<file path="config.mk">
export PLATFORM = sky130hd
export DESIGN_NAME = palette_4bpp_sprite_decoder_flat
export DESIGN_NICKNAME = d
export VERILOG_FILES = /design/src/hdl/p4sd_pkg.sv /design/src/hdl/p4sd_byte_if.sv /design/src/hdl/p4sd_pix_if.sv /design/src/hdl/palette_4bpp_sprite_decoder.sv /design/src/flat_wrapper.sv
export SDC_FILE = /design/constraint.sdc
export NUM_CORES = 1
export LEC_CHECK = 0
export ABC_AREA = 1
export BUFFER_PORTS_ARGS = -buffer_cell sky130_fd_sc_hd__buf_2
export CAP_MARGIN = 0
export CORE_UTILIZATION = 45
export DETAILED_ROUTE_END_ITERATION = 8
export GPL_ROUTABILITY_DRIVEN = 0
export HOLD_SLACK_MARGIN = 0.06
export SLEW_MARGIN = 15
export SYNTH_ARGS = -nofsm -noshare
export SYNTH_HDL_FRONTEND = slang
export SYNTH_SLANG_ARGS = --single-unit
</file>
<file path="constraint.sdc">
create_clock -name clk -period 8.08 [get_ports clk]
set_clock_uncertainty 0.05 [all_clocks]
set_input_delay 0.404 -clock clk [delete_from_list [all_inputs] [get_ports clk]]
set_output_delay 0.404 -clock clk [all_outputs]
set_load 0.01 [all_outputs]
</file>
<file path="src/hdl/p4sd_pkg.sv">
// ----------------------------------------------------------------------------
// p4sd_pkg
// Shared types and constants for the 4bpp palette sprite decoder.
// ----------------------------------------------------------------------------
package p4sd_pkg;

	// Payload widths.
	localparam int DATA_W  = 8;
	localparam int COLOR_W = 16;
	localparam int SIDE_W  = 7;
	localparam int NIBBLE_W = 4;

	// Palette geometry: sixteen big-endian RGB565 entries, two bytes each.
	localparam int PAL_ENTRIES = 16;
	localparam int PAL_IDX_W   = $clog2(PAL_ENTRIES);
	localparam int PAL_BYTES   = 2 * PAL_ENTRIES;

	// Default largest sprite side and reset size.
	localparam int MAX_SIDE_DEF = 64;
	localparam int SIDE_RESET   = 32;

	// Configuration port geometry.
	localparam int APB_DATA_W = 32;
	localparam int PADDR_W    = 3;

	// Register indexes on the configuration port.
	typedef enum logic [0:0] {
		REG_SPRITE_WIDTH  = 1'b0,
		REG_SPRITE_HEIGHT = 1'b1
	} reg_idx_t;

endpackage

</file>
<file path="src/hdl/p4sd_byte_if.sv">
// ----------------------------------------------------------------------------
// p4sd_byte_if
// Valid/ready channel that carries one byte of a sprite frame per beat.
// ----------------------------------------------------------------------------
interface p4sd_byte_if;

	logic                         valid;
	logic                         ready;
	logic [p4sd_pkg::DATA_W-1:0]  data_byte;

	modport source (output valid, output data_byte, input ready);
	modport sink   (input valid, input data_byte, output ready);

endinterface

</file>
<file path="src/hdl/p4sd_pix_if.sv">
// ----------------------------------------------------------------------------
// p4sd_pix_if
// Valid/ready channel that carries one decoded RGB565 pixel per beat.
// ----------------------------------------------------------------------------
interface p4sd_pix_if;

	logic                          valid;
	logic                          ready;
	logic [p4sd_pkg::COLOR_W-1:0]  pixel_color;
	logic                          last_of_byte;
	logic                          last_of_frame;

	modport source (output valid, output pixel_color, output last_of_byte,
		output last_of_frame, input ready);
	modport sink   (input valid, input pixel_color, input last_of_byte,
		input last_of_frame, output ready);

endinterface

</file>
<file path="src/hdl/palette_4bpp_sprite_decoder.sv">
// ----------------------------------------------------------------------------
// palette_4bpp_sprite_decoder
// Decodes a byte stream of 4bpp indexed sprite frames into RGB565 pixels.
// ----------------------------------------------------------------------------
//
//   channel  dir  beat                     payload
//   -------  ---  -----------------------  -----------------------------------
//   bytes    in   one frame byte           data_byte
//   pixels   out  one decoded pixel        pixel_color, last_of_byte,
//                                          last_of_frame
//   apb      in   register write or read   sprite_width, sprite_height
//
// The first 32 bytes of a frame write the palette, one entry per byte pair,
// high byte first. A pixel byte reads both palette entries in the cycle it
// is taken, passes through the read stage and the output stage, and leaves
// as two beats, or as one for the last byte of an odd-sized frame. Ready on
// bytes is low while the read stage is full, so no byte is taken while a
// pixel byte waits there. Reset clears the counters and sets both sides to
// 32; the palette is not cleared. A stall on pixels holds the output stage,
// then the read stage, and ready on bytes stays low until the read stage moves on.
// ----------------------------------------------------------------------------
module palette_4bpp_sprite_decoder #(
	parameter int MAX_SIDE = p4sd_pkg::MAX_SIDE_DEF
) (
	input  logic                              clk,
	input  logic                              arst_n,
	input  logic                              psel,
	input  logic                              penable,
	input  logic                              pwrite,
	input  logic [p4sd_pkg::PADDR_W-1:0]      paddr,
	input  logic [p4sd_pkg::APB_DATA_W-1:0]   pwdata,
	output logic [p4sd_pkg::APB_DATA_W-1:0]   prdata,
	output logic                              pready,
	p4sd_byte_if.sink                         bytes,
	p4sd_pix_if.source                        pixels
);

	localparam int CLAMP_W = $clog2(MAX_SIDE + 1);
	localparam int TOT_W   = $clog2(MAX_SIDE * MAX_SIDE + 1);
	localparam int BP_W    = $clog2(p4sd_pkg::PAL_BYTES + 1);

	// Configuration registers.
	logic [p4sd_pkg::SIDE_W-1:0]     width_q;
	logic [p4sd_pkg::SIDE_W-1:0]     height_q;
	logic                            cfg_we;
	p4sd_pkg::reg_idx_t              cfg_idx;

	// Frame counters.
	logic [BP_W-1:0]                 byte_pos_q;
	logic [TOT_W-1:0]                pix_cnt_q;
	logic [p4sd_pkg::DATA_W-1:0]     pal_hi_q;

	// Palette memory and its read stage.
	logic [p4sd_pkg::COLOR_W-1:0]    pal_mem [p4sd_pkg::PAL_ENTRIES];
	logic [p4sd_pkg::COLOR_W-1:0]    rd_hi_s1;
	logic [p4sd_pkg::COLOR_W-1:0]    rd_lo_s1;
	logic                            v_s1;
	logic                            two_s1;
	logic                            lof_s1;

	// Output stage.
	logic [p4sd_pkg::COLOR_W-1:0]    c0_q;
	logic [p4sd_pkg::COLOR_W-1:0]    c1_q;
	logic                            out_v_q;
	logic                            out_two_q;
	logic                            out_lof_q;
	logic                            out_idx_q;

	// Decode helpers.
	logic                            acc;
	logic                            pal_phase;
	logic                            pal_we;
	logic [p4sd_pkg::PAL_IDX_W-1:0]  pal_waddr;
	logic [CLAMP_W-1:0]              side_w;
	logic [CLAMP_W-1:0]              side_h;
	logic [TOT_W-1:0]                total;
	logic [TOT_W-1:0]                remaining;
	logic                            frame_over;
	logic                            rem_one;
	logic                            rem_two;
	logic                            pix_ok;
	logic                            last_pix;
	logic                            out_free;
	logic                            mv_s1;

	// Configuration port: writes complete without wait states, reads return the register.
	assign pready  = 1'b1;
	assign cfg_we  = psel && penable && pwrite && pready;
	assign cfg_idx = p4sd_pkg::reg_idx_t'(paddr[p4sd_pkg::PADDR_W-1]);

	always_comb begin
		unique case (cfg_idx)
			p4sd_pkg::REG_SPRITE_WIDTH:  prdata = p4sd_pkg::APB_DATA_W'(width_q);
			p4sd_pkg::REG_SPRITE_HEIGHT: prdata = p4sd_pkg::APB_DATA_W'(height_q);
			default:                     prdata = '0;
		endcase
	end

	always_ff @(posedge clk or negedge arst_n) begin
		if (!arst_n) begin
			width_q  <= p4sd_pkg::SIDE_W'(p4sd_pkg::SIDE_RESET);
			height_q <= p4sd_pkg::SIDE_W'(p4sd_pkg::SIDE_RESET);
		end else if (cfg_we) begin
			unique case (cfg_idx)
				p4sd_pkg::REG_SPRITE_WIDTH:  width_q <= pwdata[p4sd_pkg::SIDE_W-1:0];
				p4sd_pkg::REG_SPRITE_HEIGHT: height_q <= pwdata[p4sd_pkg::SIDE_W-1:0];
				default: ;
			endcase
		end
	end

	// Clamp each side to 1..MAX_SIDE and form the pixel total.
	always_comb begin
		if (width_q == '0) begin
			side_w = CLAMP_W'(1);
		end else if (32'(width_q) > MAX_SIDE) begin
			side_w = CLAMP_W'(MAX_SIDE);
		end else begin
			side_w = CLAMP_W'(width_q);
		end
		if (height_q == '0) begin
			side_h = CLAMP_W'(1);
		end else if (32'(height_q) > MAX_SIDE) begin
			side_h = CLAMP_W'(MAX_SIDE);
		end else begin
			side_h = CLAMP_W'(height_q);
		end
	end

	assign total      = TOT_W'(side_w) * TOT_W'(side_h);
	assign remaining  = total - pix_cnt_q;
	assign frame_over = pix_cnt_q >= total;
	assign rem_one    = remaining == TOT_W'(1);
	assign rem_two    = remaining == TOT_W'(2);

	// Input decode.
	assign bytes.ready = !v_s1;
	assign acc         = bytes.valid && bytes.ready;
	assign pal_phase   = byte_pos_q < BP_W'(p4sd_pkg::PAL_BYTES);
	assign pal_we      = acc && pal_phase && byte_pos_q[0];
	assign pal_waddr   = byte_pos_q[p4sd_pkg::PAL_IDX_W:1];
	assign pix_ok      = acc && !pal_phase && !frame_over;

	// Frame counters: byte position stops at the end of the palette.
	always_ff @(posedge clk or negedge arst_n) begin
		if (!arst_n) begin
			byte_pos_q <= '0;
			pix_cnt_q  <= '0;
			pal_hi_q   <= '0;
		end else if (acc) begin
			if (pal_phase) begin
				if (!byte_pos_q[0]) begin
					pal_hi_q <= bytes.data_byte;
				end
				byte_pos_q <= byte_pos_q + BP_W'(1);
			end else if (frame_over || rem_one || rem_two) begin
				byte_pos_q <= '0;
				pix_cnt_q  <= '0;
				pal_hi_q   <= '0;
			end else begin
				pix_cnt_q <= pix_cnt_q + TOT_W'(2);
			end
		end
	end

	// Palette memory: one write port, two registered read ports.
	always_ff @(posedge clk) begin
		if (pal_we) begin
			pal_mem[pal_waddr] <= {pal_hi_q, bytes.data_byte};
		end
		if (pix_ok) begin
			rd_hi_s1 <= pal_mem[bytes.data_byte[p4sd_pkg::DATA_W-1:p4sd_pkg::NIBBLE_W]];
			rd_lo_s1 <= pal_mem[bytes.data_byte[p4sd_pkg::NIBBLE_W-1:0]];
		end
	end

	// Output stage handoff.
	assign last_pix = out_idx_q || !out_two_q;
	assign out_free = !out_v_q || (pixels.ready && last_pix);
	assign mv_s1    = v_s1 && out_free;

	// Read stage control.
	always_ff @(posedge clk or negedge arst_n) begin
		if (!arst_n) begin
			v_s1   <= 1'b0;
			two_s1 <= 1'b0;
			lof_s1 <= 1'b0;
		end else begin
			if (mv_s1) begin
				v_s1 <= 1'b0;
			end
			if (pix_ok) begin
				v_s1   <= 1'b1;
				two_s1 <= !rem_one;
				lof_s1 <= rem_one || rem_two;
			end
		end
	end

	// Output stage control: walks through one or two pixels of a byte.
	always_ff @(posedge clk or negedge arst_n) begin
		if (!arst_n) begin
			out_v_q   <= 1'b0;
			out_two_q <= 1'b0;
			out_lof_q <= 1'b0;
			out_idx_q <= 1'b0;
		end else if (mv_s1) begin
			out_v_q   <= 1'b1;
			out_two_q <= two_s1;
			out_lof_q <= lof_s1;
			out_idx_q <= 1'b0;
		end else if (pixels.valid && pixels.ready) begin
			if (last_pix) begin
				out_v_q <= 1'b0;
			end else begin
				out_idx_q <= 1'b1;
			end
		end
	end

	// Output stage colors.
	always_ff @(posedge clk) begin
		if (mv_s1) begin
			c0_q <= rd_hi_s1;
			c1_q <= rd_lo_s1;
		end
	end

	assign pixels.valid         = out_v_q;
	assign pixels.pixel_color   = out_idx_q ? c1_q : c0_q;
	assign pixels.last_of_byte  = last_pix;
	assign pixels.last_of_frame = out_lof_q && last_pix;

endmodule
</file>
<file path="src/flat_wrapper.sv">
// flat-port wrapper written by rule: the top's interface ports become plain ports
module palette_4bpp_sprite_decoder_flat 
#(
	parameter int MAX_SIDE = p4sd_pkg::MAX_SIDE_DEF
)
  (clk, arst_n, psel, penable, pwrite, paddr, pwdata, prdata, pready, bytes_valid, bytes_data_byte, bytes_ready, pixels_valid, pixels_pixel_color, pixels_last_of_byte, pixels_last_of_frame, pixels_ready);
  p4sd_byte_if bytes_i ();
  p4sd_pix_if pixels_i ();
  input  logic clk;
  input  logic arst_n;
  input  logic psel;
  input  logic penable;
  input  logic pwrite;
  input  logic [p4sd_pkg::PADDR_W-1:0] paddr;
  input  logic [p4sd_pkg::APB_DATA_W-1:0] pwdata;
  output logic [p4sd_pkg::APB_DATA_W-1:0] prdata;
  output logic pready;
  input wire logic [$bits(bytes_i.valid)-1:0] bytes_valid;
  input wire logic [$bits(bytes_i.data_byte)-1:0] bytes_data_byte;
  output wire logic [$bits(bytes_i.ready)-1:0] bytes_ready;
  output wire logic [$bits(pixels_i.valid)-1:0] pixels_valid;
  output wire logic [$bits(pixels_i.pixel_color)-1:0] pixels_pixel_color;
  output wire logic [$bits(pixels_i.last_of_byte)-1:0] pixels_last_of_byte;
  output wire logic [$bits(pixels_i.last_of_frame)-1:0] pixels_last_of_frame;
  input wire logic [$bits(pixels_i.ready)-1:0] pixels_ready;
  assign bytes_i.valid = bytes_valid;
  assign bytes_i.data_byte = bytes_data_byte;
  assign bytes_ready = bytes_i.ready;
  assign pixels_valid = pixels_i.valid;
  assign pixels_pixel_color = pixels_i.pixel_color;
  assign pixels_last_of_byte = pixels_i.last_of_byte;
  assign pixels_last_of_frame = pixels_i.last_of_frame;
  assign pixels_i.ready = pixels_ready;
  palette_4bpp_sprite_decoder #(.MAX_SIDE(MAX_SIDE)) u_core (.clk(clk), .arst_n(arst_n), .psel(psel), .penable(penable), .pwrite(pwrite), .paddr(paddr), .pwdata(pwdata), .prdata(prdata), .pready(pready), .bytes(bytes_i), .pixels(pixels_i));
endmodule
</file>
==> summary.md <==
| Metric | Value |
|---|---|
| Count leader, synth | nand2_1 |
| Post-synth EDFFs | 320 |
| Final Hold Vio Count | 0 |
| Post-Route WL | between 40000 and 50000 um |
| Sw Pwr | approximately 1.7 mW |
| Num rows | 75 |
| Clock share of power | between 30% and 40% |
| P_int | between 3 and 4 mW |
| Worst path depth | 32 |
| Dominant synthesized flop cell | edfxtp_1 |
| CTS Buffer Depth | 3 |
| Worst reg2reg path depth | 32 |
| Simple-Gate Fraction of Synth Area | about 15% |
| Switching Fraction | between 30% and 40% |
| Actual slew at the worst max-slew pin | between 1000 and 1500 ps |
| Clock net sink count | 367 |
| Clk root buf | clkbuf_16 |
| Core area | 42300 sq um |
| Vias/cell | 5.41 |
| Post-synth top area share | roughly half |
| Peak Freq | 0.142 GHz |
| Commonest cells post-synth | nand2_1, edfxtp_1, inv_1 |
| Synthesized area per cell | roughly 9.5 sq um |
| Io pins | between 100 and 150 |
| Routed Antenna Nets | 0 |
| Buffers and inverters on the worst path | 6 |
| HP Class | in -> reg |
| Post-DP HPWL | between 20000 and 30000 um |
| Vias in the first global route | ~14000 |
| Period utilization | about 87% |
| Largest area contributor in the netlist | edfxtp_1 |
| Sequential-to-total area share from yosys stat | a little under three fifths |
| Die X | 210 um |
| Syn-to-layout area delta | 10.2% |
| Critical path data required time | 8310 ps |
| Share of synthesized flip-flops with an asynchronous set or reset | 12.8% |
| Multi-input logic area | roughly 7200 sq um |
| Maxcap violations | 0 |
| Final setup fails | 0 |
| TritonCTS clock tree | built |
| Register Area | around 11000 sq um |
| Setup TNS | 0 ps |
| Worst setup SP type | flip-flop |
| Synthesized instance count | just over 2000 |
| Synth Warn # | 0 |
| DRC | 0 |
| Synth Area in Compound Gates | between 15 and 20% |
| CTS buffer count | 41 |
| Post-synthesis mux area share | 0% |
| Leak Pwr | ~8.7 nW |
| Status | finished clean |
| Synth Register Bits | around 370 |
| Slowest CP cell | nor2_4 |
| Fill cell count | 3801 |
| DRT iter0 DRCs | 1450 |
| Adder-cell share of the synthesized area | between 5 and 6% |
| Aggregate global-route resource usage | around 22% |
| Initial antenna violation count | 0 |
| Via count | 14400 |
| Sequential group share of total power | a little under half |
| Top cells by area, synth | edfxtp_1, nand2_1, dfrtp_1 |
| Max Slew Vio Count | 0 |
| Crit end category | flip-flop |
| Worst path max stage delay | slightly below 700 ps |
| # diodes | 0 |
| Critical path's top delay family | adder cells |
| WS Path Type | reg -> reg |
| Clock period minus worst slack | around 7000 ps |
| Die ar. | roughly 44000 sq um |
| Worst Path Arrival | 7250 ps |
| RSZ-0062 raised after global routing | false |
| PD cells | 247 nW/um^2 |
| CP max FO | 30 |
| Share of layout cells above drive strength 1 | a little over 9% |
| WL/cell | ~18 um |
| Initial Utilization | between 40% and 50% |
| Slew headroom | around a quarter |
| H-tree levels | 2 |
| Number of buffers added on ports | 49 |
| Mapped Area | 19500 sq um |
| Largest family of logic cells by synthesized area | compound AO/OA/AOI/OAI gates |
| Largest net degree at the start of global routing | about 160 |
| Total chip power | 5.30 mW |
| Worst-skew pair later-pin latency | between 500 and 600 ps |
| Netlist cell types | 52 |
| Reg clk slew, reported paths | ~60 ps |
| XOR/XNOR Fraction of Synth Area | 0.802% |
| Global-route wire length before repair | 75200 um |
| Peak supply drop | between 100 and 150 uV |
| Overall die height | roughly 210 um |
| Most used cell, CP | nand2_1 |
| Post-layout nets | 2175 |
| Worst Hold Depth | 3 |
| Overflow after GRT | 0 |
| Router iterations before antenna repair | 5 |
| Combinational power share | approximately a fifth |
## stage by stage
step,cell area (sq um),util [%],setup WS [ps],std cells,hold slack [ps]
after floorplan,19600,-,1950,2072,58.4
after global placement,20200,47.7,1200,2587,350
after detailed placement,20200,47.7,1080,2587,355
after CTS,21500,50.8,1050,2665,60.6
after global routing,21500,50.8,637,2665,80.0
final,21500,50.8,1060,2665,84.8
## tightest hold or removal path, cell delays in order
cell     delay, ps
buf_2           90
inv_1           80
o21ai_0         90
## placed cells by master (no fill, tap or decap), types with 44 or more instances in the layout
cell      count
nand2_1     386
o211ai_1     70
buf_2        45
nand3_1     129
dfrtp_1      45
o21ai_0     223
edfxtp_1    320
a21oi_1     204
ha_1         44
inv_1       256
nor2_1       63
## state kept, by name (all words and copies together) (netlist names)
register             cells
u_core.v_s1              1
u_core.c0_q             16
u_core.pal_mem         256
u_core.rd_hi_s1         16
u_core.byte_pos_q        6
u_core.pixels.valid      1
u_core.out_lof_q         1
u_core.two_s1            1
u_core.width_q           7
u_core.c1_q             16
u_core.lof_s1            1
u_core.pal_hi_q          8
u_core.rd_lo_s1         16
u_core.out_two_q         1
u_core.height_q          7
u_core.out_idx_q         1
u_core.pix_cnt_q        12
## cell type report
type | instances | area share (%)
Sequential cell | 367 | 50.2
Multi-Input combinational cell | 1305 | 33.7
Clock buffer | 59 | 5.37
Inverter | 262 | 4.59
Tap cell | 577 | 3.36
Timing Repair Buffer | 80 | 2.35
Clock inverter | 15 | 0.472
## path summary, 6_finish.rpt
kind / start / to / slack [ps]
max: u_core.width_q[6] / u_core.rd_lo_s1[3] / 1060
min: pwdata[3] / u_core.width_q[3] / 80
max reg2reg: u_core.width_q[6] / u_core.rd_lo_s1[3] / 1060
min reg2reg: u_core.rd_hi_s1[4] / u_core.c0_q[4] / 360
max in group asynchronous: arst_n / u_core.byte_pos_q[1] / 7010
min in group asynchronous: arst_n / u_core.pixels.valid / 480
## cell families after synthesis
group                    count (synthesis)
AO/OA/AOI/OAI                          545
buffers and inverters                  400
flip-flops                             367
AND/OR/NAND/NOR                        648
adder cells (fa/ha/maj)                 68
other                                    2
XOR/XNOR                                17
## what timing repair did
| item | CTS | global route |
|---|---|---|
| hold endpoints to repair | 49 | 0 |
| hold buffers | 4 | 0 |
| buffers inserted | 0 | 0 |
| resized for setup | 0 | 0 |
## per-layer routing
metal | GRT usage, % | up-vias | part of all wire, %
met4 | 6.92 | 0 | 2.4
met2 | 34.3 | 485 | 45
li1 | - | 7030 | -
met1 | 31.4 | 6823 | 46
met5 | 0 | - | 0
met3 | 4.14 | 86 | 7.0
## power groups by stage
stage / Sequential [mW] / Clock [mW] / Combinational [mW]
after floorplan: 2.41 / 0 / 0.831
after global placement: 2.46 / 0 / 1.10
after detailed placement: 2.46 / 0 / 1.12
after CTS: 2.42 / 1.79 / 1.12
after global routing: 2.45 / 1.86 / 1.27
final: 2.43 / 1.75 / 1.12
Power figures use the tool's default switching activity.
